File: src/sv/assert_macros.svh
// assertion macros for the rtl file that carries checks
// depends on nothing; expects clk and rst_n in the including scope
`ifndef ASSERT_MACROS_SVH
`define ASSERT_MACROS_SVH

// same-cycle implication, checked out of reset
`define ASSERT_IMPLY(label, ante, cons, msg) \
    label: assert property (@(posedge clk) disable iff (!rst_n) (ante) |-> (cons)) \
        else $error(msg);

// next-cycle implication, checked out of reset
`define ASSERT_NEXT(label, ante, cons, msg) \
    label: assert property (@(posedge clk) disable iff (!rst_n) (ante) |=> (cons)) \
        else $error(msg);

`endif

File: src/sv/rlg_pkg.sv
// shared constants, types and elaboration-time trig tables for the gradient pixel unit
// no dependencies
package rlg_pkg;

    localparam int ANGLE_STEPS    = 90;
    localparam int QUAD_STEP      = 4;
    localparam int DEG_W          = $clog2(ANGLE_STEPS);
    localparam int TRIG_FRAC_BITS = 15;
    localparam int TRIG_W         = TRIG_FRAC_BITS + 1;
    localparam int TRIG_S_W       = TRIG_FRAC_BITS + 2;

    localparam int REG_DIM_W   = 12;
    localparam int DIAG_W      = 21;
    localparam int CFG_INDEX_W = 2;
    localparam int CFG_DATA_W  = 21;
    localparam int LEVEL_W     = 8;

    // quotient bits below the half-range saturation point of the ratio
    localparam int QUOT_BITS = 15;
    localparam int DIV_SHIFT = 23 - TRIG_FRAC_BITS;
    localparam logic [QUOT_BITS:0] QUOT_SAT = {1'b1, {QUOT_BITS{1'b0}}};

    localparam logic [CFG_INDEX_W-1:0] CFG_REGION_WIDTH  = 2'd0;
    localparam logic [CFG_INDEX_W-1:0] CFG_REGION_HEIGHT = 2'd1;
    localparam logic [CFG_INDEX_W-1:0] CFG_DIAGONAL      = 2'd2;

    localparam logic [REG_DIM_W-1:0] WIDTH_RESET    = 12'd360;
    localparam logic [REG_DIM_W-1:0] HEIGHT_RESET   = 12'd140;
    localparam logic [DIAG_W-1:0]    DIAGONAL_RESET = 21'd98883;

    localparam logic [63:0] HALF_PI_Q30 = 64'd1686629713;
    localparam logic [63:0] ONE_Q30     = 64'd1 << 30;

    typedef logic [ANGLE_STEPS-1:0][TRIG_W-1:0] trig_table_t;

    // taylor series in q2.30, rounded to q1.15 and clamped to 0..1
    function automatic logic [TRIG_W-1:0] taylor_trig(input int unsigned rem,
                                                     input logic want_cos);
        logic [63:0] x;
        logic [63:0] x2;
        logic [63:0] ts;
        logic [63:0] tc;
        logic [63:0] v;
        longint      acc_s;
        longint      acc_c;
        longint      acc;
        x     = (64'(rem) * HALF_PI_Q30) / 64'(ANGLE_STEPS);
        x2    = (x * x) >> 30;
        ts    = x;
        tc    = ONE_Q30;
        acc_s = longint'(x);
        acc_c = longint'(ONE_Q30);
        for (int n = 1; n <= 8; n++)
        begin
            ts = ((ts * x2) >> 30) / 64'((2 * n) * (2 * n + 1));
            tc = ((tc * x2) >> 30) / 64'((2 * n - 1) * (2 * n));
            if ((n & 1) != 0)
            begin
                acc_s = acc_s - longint'(ts);
                acc_c = acc_c - longint'(tc);
            end
            else
            begin
                acc_s = acc_s + longint'(ts);
                acc_c = acc_c + longint'(tc);
            end
        end
        acc = want_cos ? acc_c : acc_s;
        v   = (acc < 0) ? 64'd0 : 64'(acc);
        v   = (v + (64'd1 << (29 - TRIG_FRAC_BITS))) >> (30 - TRIG_FRAC_BITS);
        if (v > (64'd1 << TRIG_FRAC_BITS))
        begin
            v = 64'd1 << TRIG_FRAC_BITS;
        end
        return v[TRIG_W-1:0];
    endfunction

    function automatic trig_table_t build_table(input logic want_cos);
        trig_table_t tab;
        for (int r = 0; r < ANGLE_STEPS; r++)
        begin
            tab[r] = taylor_trig(r, want_cos);
        end
        return tab;
    endfunction

    localparam trig_table_t SIN_TABLE = build_table(1'b0);
    localparam trig_table_t COS_TABLE = build_table(1'b1);

endpackage

File: src/sv/rlg_angle.sv
// angle state kept as quadrant plus in-quadrant step, with signed sin/cos lookup
// depends on rlg_pkg for the trig tables
module rlg_angle import rlg_pkg::*;
(
    input  logic                       clk,
    input  logic                       rst_n,
    input  logic                       tick,
    output logic signed [TRIG_S_W-1:0] sin_val,
    output logic signed [TRIG_S_W-1:0] cos_val
);

    localparam int SUM_W = DEG_W + 1;

    localparam logic [1:0] QUAD_FIRST  = 2'd0;
    localparam logic [1:0] QUAD_SECOND = 2'd1;
    localparam logic [1:0] QUAD_THIRD  = 2'd2;
    localparam logic [1:0] QUAD_FOURTH = 2'd3;

    logic [1:0]       quad_reg;
    logic [1:0]       quad_next;
    logic [DEG_W-1:0] deg_reg;
    logic [DEG_W-1:0] deg_next;
    logic [SUM_W-1:0] deg_sum;
    logic [SUM_W-1:0] deg_wrapped;
    logic             wrap;

    logic signed [TRIG_S_W-1:0] s_pos;
    logic signed [TRIG_S_W-1:0] c_pos;

    assign deg_sum     = {1'b0, deg_reg} + SUM_W'(QUAD_STEP);
    assign wrap        = deg_sum >= SUM_W'(ANGLE_STEPS);
    assign deg_wrapped = deg_sum - SUM_W'(ANGLE_STEPS);

    always_comb
    begin
        quad_next = quad_reg;
        deg_next  = deg_reg;
        if (tick)
        begin
            if (wrap)
            begin
                quad_next = quad_reg + 2'd1;
                deg_next  = deg_wrapped[DEG_W-1:0];
            end
            else
            begin
                deg_next = deg_sum[DEG_W-1:0];
            end
        end
    end

    always_ff @(posedge clk or negedge rst_n)
    begin
        if (!rst_n)
        begin
            quad_reg <= QUAD_FIRST;
            deg_reg  <= '0;
        end
        else
        begin
            quad_reg <= quad_next;
            deg_reg  <= deg_next;
        end
    end

    assign s_pos = $signed({1'b0, SIN_TABLE[deg_reg]});
    assign c_pos = $signed({1'b0, COS_TABLE[deg_reg]});

    // quadrant fold
    always_comb
    begin
        case (quad_reg)
            QUAD_FIRST:
            begin
                sin_val = s_pos;
                cos_val = c_pos;
            end
            QUAD_SECOND:
            begin
                sin_val = c_pos;
                cos_val = -s_pos;
            end
            QUAD_THIRD:
            begin
                sin_val = -s_pos;
                cos_val = -c_pos;
            end
            QUAD_FOURTH:
            begin
                sin_val = -c_pos;
                cos_val = s_pos;
            end
            default:
            begin
                sin_val = s_pos;
                cos_val = c_pos;
            end
        endcase
    end

endmodule

File: src/sv/rlg_div.sv
// iterative restoring divider, one quotient bit per cycle through one subtractor
// saturates at the half-range point; depends on rlg_pkg
module rlg_div import rlg_pkg::*;
#(
    parameter int MAG_W = 32
)
(
    input  logic                 clk,
    input  logic                 rst_n,
    input  logic                 start,
    input  logic [MAG_W-1:0]     mag,
    input  logic [DIAG_W-1:0]    den,
    output logic                 done,
    output logic [QUOT_BITS:0]   quotient
);

    localparam int LOW_BITS = QUOT_BITS - DIV_SHIFT;
    localparam int HI_W     = MAG_W - LOW_BITS;
    localparam int CNT_W    = $clog2(QUOT_BITS + 1);

    logic [HI_W-1:0]      hi;
    logic [QUOT_BITS-1:0] lo_init;
    logic                 overflow;

    logic [DIAG_W-1:0]    rem_reg;
    logic [QUOT_BITS-1:0] bits_reg;
    logic [DIAG_W-1:0]    den_reg;
    logic [CNT_W-1:0]     count_reg;
    logic                 busy_reg;
    logic                 sat_reg;
    logic                 done_reg;

    logic [DIAG_W:0]      trial;
    logic [DIAG_W:0]      diff;
    logic                 fits;

    // dividend is mag shifted up by DIV_SHIFT; high part sits above the quotient bits
    assign hi       = mag[MAG_W-1:LOW_BITS];
    assign lo_init  = {mag[LOW_BITS-1:0], {DIV_SHIFT{1'b0}}};
    assign overflow = hi >= HI_W'(den);

    assign trial = {rem_reg, bits_reg[QUOT_BITS-1]};
    assign diff  = trial - {1'b0, den_reg};
    assign fits  = !diff[DIAG_W];

    always_ff @(posedge clk or negedge rst_n)
    begin
        if (!rst_n)
        begin
            busy_reg  <= 1'b0;
            sat_reg   <= 1'b0;
            done_reg  <= 1'b0;
            count_reg <= '0;
        end
        else
        begin
            done_reg <= 1'b0;
            if (start)
            begin
                if (overflow)
                begin
                    sat_reg  <= 1'b1;
                    busy_reg <= 1'b0;
                    done_reg <= 1'b1;
                end
                else
                begin
                    sat_reg   <= 1'b0;
                    busy_reg  <= 1'b1;
                    count_reg <= CNT_W'(QUOT_BITS);
                end
            end
            else if (busy_reg)
            begin
                count_reg <= count_reg - CNT_W'(1);
                if (count_reg == CNT_W'(1))
                begin
                    busy_reg <= 1'b0;
                    done_reg <= 1'b1;
                end
            end
        end
    end

    // datapath, no reset
    always_ff @(posedge clk)
    begin
        if (start)
        begin
            den_reg  <= den;
            rem_reg  <= hi[DIAG_W-1:0];
            bits_reg <= lo_init;
        end
        else if (busy_reg)
        begin
            rem_reg  <= fits ? diff[DIAG_W-1:0] : trial[DIAG_W-1:0];
            bits_reg <= {bits_reg[QUOT_BITS-2:0], fits};
        end
    end

    assign done     = done_reg;
    assign quotient = sat_reg ? QUOT_SAT : {1'b0, bits_reg};

endmodule

File: src/sv/rotating_linear_gradient_pixel_unit.sv
// top level of the rotating linear gradient pixel unit: sequencer, shared multiplier,
// config registers and output register; uses rlg_pkg, rlg_angle, rlg_div, assert_macros.svh
//
// each request is a timer tick (command 0) or a pixel request (command 1) for a column
// and row inside the painted region; a tick turns the gradient angle by 4 degrees and
// gives no result, a pixel request gives one red/green/blue result; the pixel offset
// from the region centre is projected on the angle direction, scaled by the diagonal
// register (q.8, zero is taken as one), offset by one half, clamped to 0..1 and blended
// green->blue->red; a tick never raises in_stall, a pixel request keeps in_stall high
// through two passes through one multiplier, one accumulate, then a 15-step
// restoring divide through one subtractor (skipped when the ratio saturates), until
// its result is loaded; the next request is taken while a finished result still
// waits on out_stall; config writes are taken only while the unit is idle
`include "assert_macros.svh"
module rotating_linear_gradient_pixel_unit import rlg_pkg::*;
#(
    parameter int COORD_BITS = 12
)
(
    input  logic                   clk,
    input  logic                   rst_n,
    // request channel
    input  logic                   in_valid,
    output logic                   in_stall,
    input  logic                   command,
    input  logic [COORD_BITS-1:0]  column,
    input  logic [COORD_BITS-1:0]  row_index,
    // result channel
    output logic                   out_valid,
    input  logic                   out_stall,
    output logic [LEVEL_W-1:0]     red_level,
    output logic [LEVEL_W-1:0]     green_level,
    output logic [LEVEL_W-1:0]     blue_level,
    // config write channel
    input  logic                   cfg_valid,
    output logic                   cfg_ready,
    input  logic [CFG_INDEX_W-1:0] cfg_index,
    input  logic [CFG_DATA_W-1:0]  cfg_data
);

    // doubled offset 2*coord - dim needs room for both the coordinate and the dimension
    localparam int TX_W   = ((COORD_BITS + 1 > REG_DIM_W) ? COORD_BITS + 1 : REG_DIM_W) + 1;
    localparam int PROD_W = TX_W + TRIG_S_W;
    localparam int ACC_W  = PROD_W + 1;
    localparam int U_W    = QUOT_BITS + 2;
    localparam int SCL_W  = U_W + LEVEL_W;

    typedef enum logic [6:0] {
        ST_IDLE     = 7'b0000001,
        ST_MUL_X    = 7'b0000010,
        ST_MUL_Y    = 7'b0000100,
        ST_SUM      = 7'b0001000,
        ST_DIV_GO   = 7'b0010000,
        ST_DIV_WAIT = 7'b0100000,
        ST_DONE     = 7'b1000000
    } state_t;

    state_t state_reg;
    state_t state_next;

    // config registers
    logic [REG_DIM_W-1:0] width_reg;
    logic [REG_DIM_W-1:0] height_reg;
    logic [DIAG_W-1:0]    diag_reg;

    // operands latched at request accept
    logic signed [TX_W-1:0]     tx_reg;
    logic signed [TX_W-1:0]     ty_reg;
    logic signed [TX_W-1:0]     tx_new;
    logic signed [TX_W-1:0]     ty_new;
    logic signed [TRIG_S_W-1:0] sin_reg;
    logic signed [TRIG_S_W-1:0] cos_reg;
    logic signed [TRIG_S_W-1:0] sin_val;
    logic signed [TRIG_S_W-1:0] cos_val;

    // shared multiplier and accumulator
    logic signed [TX_W-1:0]     mul_a;
    logic signed [TRIG_S_W-1:0] mul_b;
    logic signed [PROD_W-1:0]   mul_p;
    logic signed [PROD_W-1:0]   prod_reg;
    logic signed [ACC_W-1:0]    acc_reg;
    logic [ACC_W-1:0]           mag;
    logic                       neg;
    logic [DIAG_W-1:0]          den;

    logic                       div_start;
    logic                       div_done;
    logic [QUOT_BITS:0]         div_quot;

    // colour blend
    logic [U_W-1:0]             u_up;
    logic [U_W-1:0]             u_down;
    logic [SCL_W-1:0]           scl_up;
    logic [SCL_W-1:0]           scl_down;
    logic [LEVEL_W-1:0]         level_up;
    logic [LEVEL_W-1:0]         level_down;

    // output register
    logic                       out_valid_reg;
    logic [LEVEL_W-1:0]         red_reg;
    logic [LEVEL_W-1:0]         green_reg;
    logic [LEVEL_W-1:0]         blue_reg;

    logic in_take;
    logic pixel_take;
    logic tick_take;
    logic cfg_take;
    logic out_free;
    logic out_load;

    // handshakes
    assign in_stall   = (state_reg != ST_IDLE);
    assign cfg_ready  = (state_reg == ST_IDLE);
    assign in_take    = in_valid && !in_stall;
    assign pixel_take = in_take && command;
    assign tick_take  = in_take && !command;
    assign cfg_take   = cfg_valid && cfg_ready;
    assign out_free   = !out_valid_reg || !out_stall;
    assign out_load   = (state_reg == ST_DONE) && out_free;

    // config writes, unknown indexes dropped
    always_ff @(posedge clk or negedge rst_n)
    begin
        if (!rst_n)
        begin
            width_reg  <= WIDTH_RESET;
            height_reg <= HEIGHT_RESET;
            diag_reg   <= DIAGONAL_RESET;
        end
        else if (cfg_take)
        begin
            unique case (cfg_index)
                CFG_REGION_WIDTH:  width_reg  <= cfg_data[REG_DIM_W-1:0];
                CFG_REGION_HEIGHT: height_reg <= cfg_data[REG_DIM_W-1:0];
                CFG_DIAGONAL:      diag_reg   <= cfg_data[DIAG_W-1:0];
                default:           ;
            endcase
        end
    end

    // angle state advances on a tick
    rlg_angle u_angle (
        .clk     (clk),
        .rst_n   (rst_n),
        .tick    (tick_take),
        .sin_val (sin_val),
        .cos_val (cos_val)
    );

    // centre offsets, doubled so the half pixel stays exact
    assign tx_new = $signed(TX_W'({column, 1'b0})) - $signed(TX_W'(width_reg));
    assign ty_new = $signed(TX_W'({row_index, 1'b0})) - $signed(TX_W'(height_reg));

    // one multiplier: x term in ST_MUL_X, y term in ST_MUL_Y
    assign mul_a = (state_reg == ST_MUL_X) ? tx_reg : ty_reg;
    assign mul_b = (state_reg == ST_MUL_X) ? cos_reg : sin_reg;
    assign mul_p = mul_a * mul_b;

    always_ff @(posedge clk)
    begin
        if (pixel_take)
        begin
            tx_reg  <= tx_new;
            ty_reg  <= ty_new;
            sin_reg <= sin_val;
            cos_reg <= cos_val;
        end
        if ((state_reg == ST_MUL_X) || (state_reg == ST_MUL_Y))
        begin
            prod_reg <= mul_p;
        end
        // x product lands in the accumulator while the y product is formed
        if (state_reg == ST_MUL_Y)
        begin
            acc_reg <= {prod_reg[PROD_W-1], prod_reg};
        end
        else if (state_reg == ST_SUM)
        begin
            acc_reg <= acc_reg + {prod_reg[PROD_W-1], prod_reg};
        end
    end

    // projection magnitude and sign for the divider
    assign neg       = acc_reg[ACC_W-1];
    assign mag       = neg ? ACC_W'(-acc_reg) : ACC_W'(acc_reg);
    assign den       = (diag_reg == '0) ? DIAG_W'(1) : diag_reg;
    assign div_start = (state_reg == ST_DIV_GO);

    rlg_div #(
        .MAG_W (ACC_W)
    ) u_div (
        .clk      (clk),
        .rst_n    (rst_n),
        .start    (div_start),
        .mag      (mag),
        .den      (den),
        .done     (div_done),
        .quotient (div_quot)
    );

    // blend: u is the distance from the centre colour in q1.16, 0..1 inclusive
    // level = floor(255 * u / 65536), with 255 * u as a shift and subtract
    assign u_up       = {div_quot, 1'b0};
    assign u_down     = {1'b1, {(U_W - 1){1'b0}}} - u_up;
    assign scl_up     = {u_up, {LEVEL_W{1'b0}}} - SCL_W'(u_up);
    assign scl_down   = {u_down, {LEVEL_W{1'b0}}} - SCL_W'(u_down);
    assign level_up   = scl_up[U_W-1 +: LEVEL_W];
    assign level_down = scl_down[U_W-1 +: LEVEL_W];

    // sequencer
    always_comb
    begin
        state_next = state_reg;
        unique case (state_reg)
            ST_IDLE:
            begin
                if (pixel_take)
                begin
                    state_next = ST_MUL_X;
                end
            end
            ST_MUL_X:    state_next = ST_MUL_Y;
            ST_MUL_Y:    state_next = ST_SUM;
            ST_SUM:      state_next = ST_DIV_GO;
            ST_DIV_GO:   state_next = ST_DIV_WAIT;
            ST_DIV_WAIT:
            begin
                if (div_done)
                begin
                    state_next = ST_DONE;
                end
            end
            ST_DONE:
            begin
                // hold the finished pixel until the output register frees up
                if (out_free)
                begin
                    state_next = ST_IDLE;
                end
            end
            default:     state_next = ST_IDLE;
        endcase
    end

    always_ff @(posedge clk or negedge rst_n)
    begin
        if (!rst_n)
        begin
            state_reg     <= ST_IDLE;
            out_valid_reg <= 1'b0;
        end
        else
        begin
            state_reg <= state_next;
            if (out_load)
            begin
                out_valid_reg <= 1'b1;
            end
            else if (!out_stall)
            begin
                out_valid_reg <= 1'b0;
            end
        end
    end

    // negative side blends green to blue, positive side blue to red
    always_ff @(posedge clk)
    begin
        if (out_load)
        begin
            red_reg   <= neg ? '0 : level_up;
            green_reg <= neg ? level_up : '0;
            blue_reg  <= level_down;
        end
    end

    assign out_valid   = out_valid_reg;
    assign red_level   = red_reg;
    assign green_level = green_reg;
    assign blue_level  = blue_reg;

    // checks
    `ASSERT_NEXT(a_pixel_starts_mul, pixel_take, state_reg == ST_MUL_X, "no multiply start")
    `ASSERT_IMPLY(a_div_done_in_wait, div_done, state_reg == ST_DIV_WAIT, "stray divider done")
    `ASSERT_IMPLY(a_quot_range, div_done, div_quot <= QUOT_SAT, "quotient above saturation")
    `ASSERT_NEXT(a_load_sets_valid, out_load, out_valid_reg && state_reg == ST_IDLE, "no result")

endmodule

File: config.mk
export PLATFORM = sky130hd
export DESIGN_NAME = rotating_linear_gradient_pixel_unit
export DESIGN_NICKNAME = d
export VERILOG_FILES = /design/src/sv/rlg_pkg.sv /design/src/sv/rlg_angle.sv /design/src/sv/rlg_div.sv /design/src/sv/rotating_linear_gradient_pixel_unit.sv
export VERILOG_INCLUDE_DIRS = /design/src /design/src/sv
export SDC_FILE = /design/constraint.sdc
export NUM_CORES = 1
export LEC_CHECK = 0
export ABC_CLOCK_PERIOD_IN_PS = 8700
export CAP_MARGIN = 30
export CORE_ASPECT_RATIO = 0.75
export CORE_MARGIN = 2
export CORE_UTILIZATION = 41
export CTS_BUF_LIST = sky130_fd_sc_hd__clkbuf_8
export CTS_CLUSTER_DIAMETER = 80
export DETAILED_ROUTE_END_ITERATION = 10
export DONT_BUFFER_PORTS = 1
export SYNTH_ARGS = -nofsm -noshare
export SYNTH_HDL_FRONTEND = slang
export SYNTH_SLANG_ARGS = --single-unit
File: constraint.sdc
create_clock -name clk -period 8.7 [get_ports clk]
set_input_delay 0.87 -clock clk [delete_from_list [all_inputs] [get_ports clk]]
set_output_delay 0.87 -clock clk [all_outputs]
set_load 0.01 [all_outputs]
* Word level (Yosys, flattened, before mapping)
Memory sizes are Yosys's and may differ from the RTL's. Index checks and enable logic that the tools add are counted.
Word-level totals: flip-flop bits (word level) 275, bits in read-only memories 4096, input bits 53, output and inout bits 27, word-level logic and storage cells 120, memories kept 2
Memory list:
- (no name shown) | words 128, width 16, read ports 1, clocked after Yosys merged registers in 0, wr ports 0, RTL line rlg_angle.sv:66 | assign s_pos = $signed({1'b0, SIN_TABLE[deg_reg]});
- (no name shown) | words 128, width 16, read ports 1, clocked after Yosys merged registers in 0, wr ports 0, RTL line rlg_angle.sv:67 | assign c_pos = $signed({1'b0, COS_TABLE[deg_reg]});
Operators by class: add/sub/neg operators 14, multiply operators 1, order comparisons 3, eq/ne operators 19, multiplexer cells 34, reductions and logical operators 23
Operator list (count):
- 17-bit one-hot mux with 4 select lines | 2
- 32-bit 2-to-1 mux | 3
- 21-bit 2-to-1 mux | 4
- 7-bit one-hot mux with 7 select lines | 1
- 16-bit 2-to-1 mux | 3
- 24-bit by 17-bit subtractor with 24-bit output | 2
- 16-bit negator with 17-bit output | 2
- 32-bit adder | 1
- 32-bit negator | 1
- 14-bit by 17-bit multiplier with 31-bit output | 1
- 15-bit 2-to-1 mux | 2
- 7-bit 2-to-1 mux | 4
- 13-bit by 12-bit subtractor with 14-bit output | 2
- 25-bit by 21-bit >= comparator with 1-bit output | 1
- 22-bit by 21-bit subtractor with 22-bit output | 1
- 21-bit zero test | 1
- 17-bit 2-to-1 mux | 1
- 17-bit subtractor (first input constant) | 1
- 14-bit 2-to-1 mux | 1
- 4-bit 2-to-1 mux | 3
- 1-bit 2-to-1 mux | 10
- 2-bit AND reduction | 5
- 7-bit by 3-bit adder with 8-bit output (second input constant) | 1
- 8-bit by 7-bit >= comparator with 1-bit output (second input constant) | 1
- 23 further kinds | 40

* Longest topological paths before layout
Gate-level depths: netlist (run 1).
word-level depth 6, gate-level depth with buffers 30, mapped depth without buffers 28

* Hierarchy
From an unflattened synthesis (run 1), not the netlist that was laid out.
Second synthesis, totals: cells, all modules 3209, area total of the unflattened synthesis 29120.4 µm²
By module, submodules not included:
- rotating_linear_gradient_pixel_unit | instances 1, cells an instance 2118, area each 20219.4 µm²
- rlg_div | instances 1, cells an instance 469, area each 4501.8 µm²
- rlg_angle | instances 1, cells an instance 622, area each 4399.2 µm²

* Least setup slack after synthesis (run 1)
No wires, ideal clock.
path kind register to register, start point register state_reg[0], end point register prod_reg[29], data pin, setup time 258 ps, arrival time 7336 ps, data required time 8442 ps, path slack 1106 ps, cell stages (with the launch flop) 28, cells stage by stage dfstp_2 > nor2_1 > nand3_1 > clkbuf_1 > buf_1 > mux2i_1 > nor2_1 > fa_1 > inv_1 > fa_1 > inv_1 > fa_1 > inv_1 > fa_1 > inv_1 > fa_1 > inv_1 > fa_1 > inv_1 > ha_1 > inv_1 > nor4b_1 > nor2_1 > o311ai_0 > o211a_1 > o21a_1 > nor2_1 > xnor2_1
On the way: longest elaborated chain between the ends 3
Ends and longest elaborated chain:
- start: declaration | RTL line rotating_linear_gradient_pixel_unit.sv:58 | state_t state_reg;
- start signal: assignment | RTL line rotating_linear_gradient_pixel_unit.sv:254 | state_reg <= state_next;
- 7-bit by 2-bit == test with 1-bit output * | RTL line rotating_linear_gradient_pixel_unit.sv:155, rotating_linear_gradient_pixel_unit.sv:156
- 14-bit 2-to-1 mux / 17-bit 2-to-1 mux (equally long branches) | RTL line rotating_linear_gradient_pixel_unit.sv:155, rotating_linear_gradient_pixel_unit.sv:156
- 14-bit by 17-bit multiplier with 31-bit output * | RTL line rotating_linear_gradient_pixel_unit.sv:157 | assign mul_p = mul_a * mul_b;
- named net mul_p[29] | RTL line rotating_linear_gradient_pixel_unit.sv:79 | logic signed [PROD_W-1:0] mul_p;
- end signal: assignment | RTL line rotating_linear_gradient_pixel_unit.sv:170 | prod_reg <= mul_p;
- end: declaration | RTL line rotating_linear_gradient_pixel_unit.sv:80 | logic signed [PROD_W-1:0] prod_reg;
The timed path passes the listed nets; every way through them passes the cells marked *. A chain may end at the register's enable or synchronous reset.

* Worst setup path after layout (run 1)
start point register state_reg[3], end point register prod_reg[29], data pin
Same word-level chain as after synthesis.

==> results of run 1 <==
-- metal layers --
layer  up-vias  routed length [um]  global-route usage
met5         -                   0                   0
li1      10780                   -                   -
met3        70                4851             0.03589
met1     10880               37030              0.3235
met2       610               31750              0.3167
met4         0                1217             0.04202
-- Yosys cell counts, types with 18 or more instances --
library cell	instances
a21o_1	57
clkbuf_1	94
xor2_1	55
o211ai_1	23
nor3_1	46
nor2b_1	40
a21oi_1	172
nand2b_1	45
a31oi_1	19
mux2i_1	72
buf_2	21
dfrtp_1	54
fa_1	235
nand2_1	373
or2_2	19
ha_1	214
o21ai_0	175
xnor2_1	122
edfxtp_1	198
nor2_1	296
o21a_1	24
o31ai_1	18
inv_1	418
nand3_1	47
-- stage by stage --
step | cells | hold WS, ns
floorplan | 3193 | 0.4359
global placement | 4048 | 0.4585
detailed placement | 4050 | 0.4671
CTS | 4139 | 0.01582
global route | 4140 | 0.02023
finish | 4140 | 0.06269
-- kinds of logic (layout without fill, tap and decap cells) --
group / count (synthesis) / in the layout
AND/OR/NAND/NOR: 993 / 993
AO/OA/AOI/OAI: 659 / 659
buffers and inverters: 559 / 570
adder cells (fa/ha/maj): 449 / 449
flip-flops: 274 / 274
XOR/XNOR: 177 / 177
multiplexers: 82 / 82
other: 0 / 1
-- final timing paths --
check                                            endpoint  slack, ns
setup / recovery                   prod_reg[29]$_DFFE_PP_       0.57
hold / removal                   diag_reg[16]$_DFFE_PN1P_       0.06
setup reg to reg                   prod_reg[29]$_DFFE_PP_       0.57
hold reg to reg               u_div.den_reg[14]$_DFFE_PP_       0.47
max in group asynchronous  u_angle.deg_reg[4]$_DFFE_PN0P_       8.26
min in group clk                height_reg[3]$_DFFE_PN1P_       0.35
-- what timing repair did --
action	in CTS	in global routing
setup endpoints to repair	0	1
hold endpoints to repair	54	0
resized for setup	0	1
hold buffers	1	0
-- final cells by class --
cell class                      instances  area [sq um]  area share
Antenna cell                            1         2.502  0.00008137
Clock buffer                           51         701.9     0.02283
Clock inverter                         37         310.3     0.01009
Inverter                              423          1592     0.05175
Multi-Input combinational cell       2360         18680      0.6074
Sequential cell                       274          7826      0.2545
Tap cell                              935          1170     0.03804
Timing Repair Buffer                   59         470.5     0.01530
==> flow_metrics.env, run 1 <==
export IMPL_dp_hpwl_um=58830
export IMPL_vias_per_cell=5.397
export IMPL_path_depth=28
export IMPL_fmax_ghz=0.1230
export IMPL_ys_types=103
export IMPL_status="finished, final reports clean"
export IMPL_wl_per_cell_um=18.08
export IMPL_cts_buffers=47
export IMPL_grt_pass1_wl_um=121900
export IMPL_synth_top_family_by_area="adder cells"
export IMPL_root_buffer="clkbuf_8"
export IMPL_h_tree_depth=2
export IMPL_synth_area_mux_share=0.02987
export IMPL_synth_edff_count=198
export IMPL_placed_area_sq_um=29710
export IMPL_critical_path_class="reg -> reg"
export IMPL_reg2reg_depth=28
export IMPL_maxCapViolCount=0
export IMPL_dp_slack_ns=0.5470
export IMPL_die_area_sq_um=72040
export IMPL_fp_dieH_um=232.9
export IMPL_postCtsSetupBuffers=0
export IMPL_clk_latency_ns=0.65
export IMPL_portBuffers=0
export IMPL_floorplan_die_width_um=309.3
export IMPL_synth_top_cell_by_area="edfxtp_1"
export IMPL_rsz0062_at_grt="no"
export IMPL_synth_area_per_cell_sq_um=8.974
export IMPL_clockBufferDepth=3
export IMPL_r2r_start="state_reg[3]$_DFFE_PN0P_"
export IMPL_io_pins=80
export IMPL_largest_reg_flops=32
export IMPL_vias=22340
export IMPL_synthArstFlopShare=0.2482
export IMPL_synth_top_area_frac=0.2075
export IMPL_tns_ns=0
export IMPL_finalSetupViolCount=0
export IMPL_path_clk_slew_ns=0.07
export IMPL_antenna_found_initial=1
export IMPL_area_growth_pct=7.323
export IMPL_netlist_area_sq_um=28650
export IMPL_grt_ovfl_total=0
export IMPL_synth_warnings=0
export IMPL_drt_wl_total_um=74850
export IMPL_grt_max_degree=90
export IMPL_final_layout_size_suffix_gt1_frac=0.06492
export IMPL_grt_use_total=0.2129
export IMPL_synth_fp_nets=3695
export IMPL_setup_ws_ns=0.5676
export IMPL_place_gp_congestion=0.9096
export IMPL_worstMarginPinSlew_ns=0.9850
export IMPL_final_util=0.4473
export IMPL_route_detailed_drc=0
export IMPL_clock_skew_final_ns=0.05533
export IMPL_synth_compound_area_frac=0.1489
export IMPL_clock_sinks=274
export IMPL_critical_path_max_fanout=14
export IMPL_cts_tree="built"
export IMPL_drv_slew=0
export IMPL_core_sq_um=68750
export IMPL_row_count=83
export IMPL_hold_viol=0
export IMPL_synth_simple_area_share=0.1596
export IMPL_cp_num_buf_inv=7
export IMPL_period_needed_ns=8.132
export IMPL_ant_nets=0
export IMPL_synth_ff_type="edfxtp_1"
export IMPL_nNetsFinal=3667
export IMPL_cp_slowest_cell="mux2i_1"
export IMPL_synth_fa_ha_area_frac=0.2576
export IMPL_fin_crit_sh=0.9348
export IMPL_finalInstanceArea_sq_um=30750
export IMPL_final_common_cell="inv_1"
export IMPL_hold_class="in -> async"
export IMPL_max_stage_delay_ns=0.76
export IMPL_synth_seq_area_share=0.2731
export IMPL_end_kind="register"
export IMPL_cp_top_family="adder cells"
export IMPL_mostFrequentLayoutCells="inv_1 (435), nand2_1 (373), nor2_1 (296)"
export IMPL_arrival_ns=8.52
export IMPL_start_kind="register"
export IMPL_max_slew_margin=0.3245
export IMPL_grt_pass1_vias=22000
export IMPL_drt_first_pass_iters=7
export IMPL_yosys_area_share_xor_xnor=0.05410
export IMPL_yosys_register_bits=274
export IMPL_first_iter_violations=2084
export IMPL_synth_area_leaders="edfxtp_1 (21%), fa_1 (16%), ha_1 (9.3%)"
export IMPL_startpoint="state_reg[3]$_DFFE_PN0P_"
export IMPL_start_util=0.4168
export IMPL_synthCells=3193
export IMPL_fillers=6793
export IMPL_worst_ep_required_time_ns=9.09
Power of run 1 is left out: the tool's default activity adds up to more than one toggle a clock period on the data nets, which glitch-free logic cannot reach.
==> run 2, diff against run 1 <==
- CORE_UTILIZATION: 41 -> 45
==> flow_metrics.env, run 2 (synthesized netlist as in run 1, its figures left out) <==
export IMPL_status="finished, final reports clean"
export IMPL_setup_ws_ns=0.6230
export IMPL_largest_reg_flops=32
export IMPL_clock_sinks=274
export IMPL_startpoint="state_reg[3]$_DFFE_PN0P_"
export IMPL_r2r_start="state_reg[3]$_DFFE_PN0P_"
export IMPL_vias_per_cell=5.566
export IMPL_clock_skew_final_ns=0.04663
export IMPL_io_pins=80
export IMPL_final_util=0.4842
export IMPL_worstMarginPinSlew_ns=0.9558
export IMPL_portBuffers=0
export IMPL_fin_crit_sh=0.9284
export IMPL_grt_max_degree=66
export IMPL_start_kind="register"
export IMPL_period_needed_ns=8.077
export IMPL_finalSetupViolCount=0
export IMPL_mostFrequentLayoutCells="inv_1 (429), nand2_1 (373), nor2_1 (296)"
export IMPL_cp_endpoint="prod_reg[30]$_DFFE_PP_"
export IMPL_max_slew_margin=0.3574
export IMPL_drt_first_pass_iters=6
export IMPL_route_detailed_drc=0
export IMPL_root_buffer="clkbuf_8"
export IMPL_path_depth=25
export IMPL_first_iter_violations=1995
export IMPL_r2r_end="prod_reg[30]$_DFFE_PP_"
export IMPL_path_clk_slew_ns=0.07
export IMPL_ant_nets=0
export IMPL_worst_ep_required_time_ns=9.07
export IMPL_reg2reg_depth=25
export IMPL_grt_use_total=0.2420
export IMPL_fp_dieH_um=222.5
export IMPL_nNetsFinal=3659
export IMPL_grt_pass1_vias=23050
export IMPL_fmax_ghz=0.1238
export IMPL_end_kind="register"
export IMPL_final_common_cell="inv_1"
export IMPL_cp_slowest_cell="fa_1"
export IMPL_core_sq_um=63260
export IMPL_dp_hpwl_um=61060
export IMPL_cp_num_buf_inv=5
export IMPL_wl_per_cell_um=19.19
export IMPL_arrival_ns=8.45
export IMPL_r2r_slack_ns=0.62
export IMPL_place_gp_congestion=0.9168
export IMPL_rsz0062_at_grt="no"
export IMPL_antenna_found_initial=0
export IMPL_dp_slack_ns=0.2288
export IMPL_critical_path_class="reg -> reg"
export IMPL_area_growth_pct=6.908
export IMPL_clk_latency_ns=0.66
export IMPL_critical_path_max_fanout=32
export IMPL_final_layout_size_suffix_gt1_frac=0.06446
export IMPL_h_tree_depth=2
export IMPL_fillers=6022
export IMPL_floorplan_die_width_um=295.4
export IMPL_cts_buffers=48
export IMPL_clockBufferDepth=3
export IMPL_diodes=0
export IMPL_maxCapViolCount=0
export IMPL_hold_viol=0
export IMPL_vias=22580
export IMPL_row_count=80
export IMPL_grt_ovfl_total=0
export IMPL_tns_ns=0
export IMPL_die_area_sq_um=65730
export IMPL_grt_pass1_wl_um=126800
export IMPL_cp_top_family="adder cells"
export IMPL_max_stage_delay_ns=0.55
export IMPL_cts_tree="built"
export IMPL_start_util=0.4529
export IMPL_hold_class="in -> async"
export IMPL_drv_slew=0
export IMPL_drt_wl_total_um=77860
export IMPL_worst_path_most_repeated_cell="fa_1"
run 2: through the flow:
stage                     hold slack (ns)  cell area [sq um]  std cells
after global routing              0.02013              30630       4057
after CTS                         0.01022              30610       4057
after global placement             0.4623              29540       3967
after detailed placement           0.4608              29540       3967
after floorplan                    0.4359              28650       3193
final                             0.06442              30630       4057
run 2: worst min path at each step:
stage	from	end	slack (ns)	cells past startpoint
finish	rst_n	height_reg[2]$_DFFE_PN1P_	0.06	0
global route	rst_n	width_reg[5]$_DFFE_PN1P_	0.02	0
CTS	rst_n	height_reg[2]$_DFFE_PN1P_	0.01	0
detailed placement	diag_reg[17]$_DFFE_PN0P_	u_div.den_reg[17]$_DFFE_PP_	0.46	0
global placement	diag_reg[13]$_DFFE_PN0P_	u_div.den_reg[13]$_DFFE_PP_	0.46	0
floorplan	u_div.done$_DFF_PN0_	state_reg[5]$_DFFE_PN0P_	0.44	1
run 2: worst register-to-register path: cells and delay by family, from the launching register on:
kind / cells / cell delay [ns]
adders and majority gates: 7 / 3.47
xor gates and xnor gates: 1 / 0.08
AOI/OAI and AO/OA: 8 / 1.81
muxes: 1 / 0.51
DFF: 1 / 0.41
and+or+nand+nor: 3 / 0.92
buffers and inverters: 5 / 0.60
run 2: final cells by class:
cell class	instances	area [sq um]	share of cell area
clock buffer	52	715.7	0.02336
clock inverter	37	325.3	0.01062
inverter	423	1588	0.05183
multi-input combinational	2360	18710	0.6106
sequential	274	7826	0.2555
tap	861	1077	0.03517
timing repair buffer	50	395.4	0.01291
run 2: timing repair:
item                       in CTS  in global routing
hold buffers                    1                  0
buffers inserted                0                  0
gates resized for setup         0                  6
setup endpoints to repair       0                  4
hold endpoints to repair       54                  0
run 2: metal layers:
| layer | vias to the layer above | GRT usage | wire length (um) |
|---|---|---|---|
| li1 | 10770 | - | - |
| met1 | 11040 | 0.3435 | 36030 |
| met2 | 653 | 0.3860 | 35320 |
| met3 | 121 | 0.03741 | 4594 |
| met4 | 0 | 0.06255 | 1927 |
| met5 | - | 0 | 0 |
Power of run 2 is left out for the same reason.
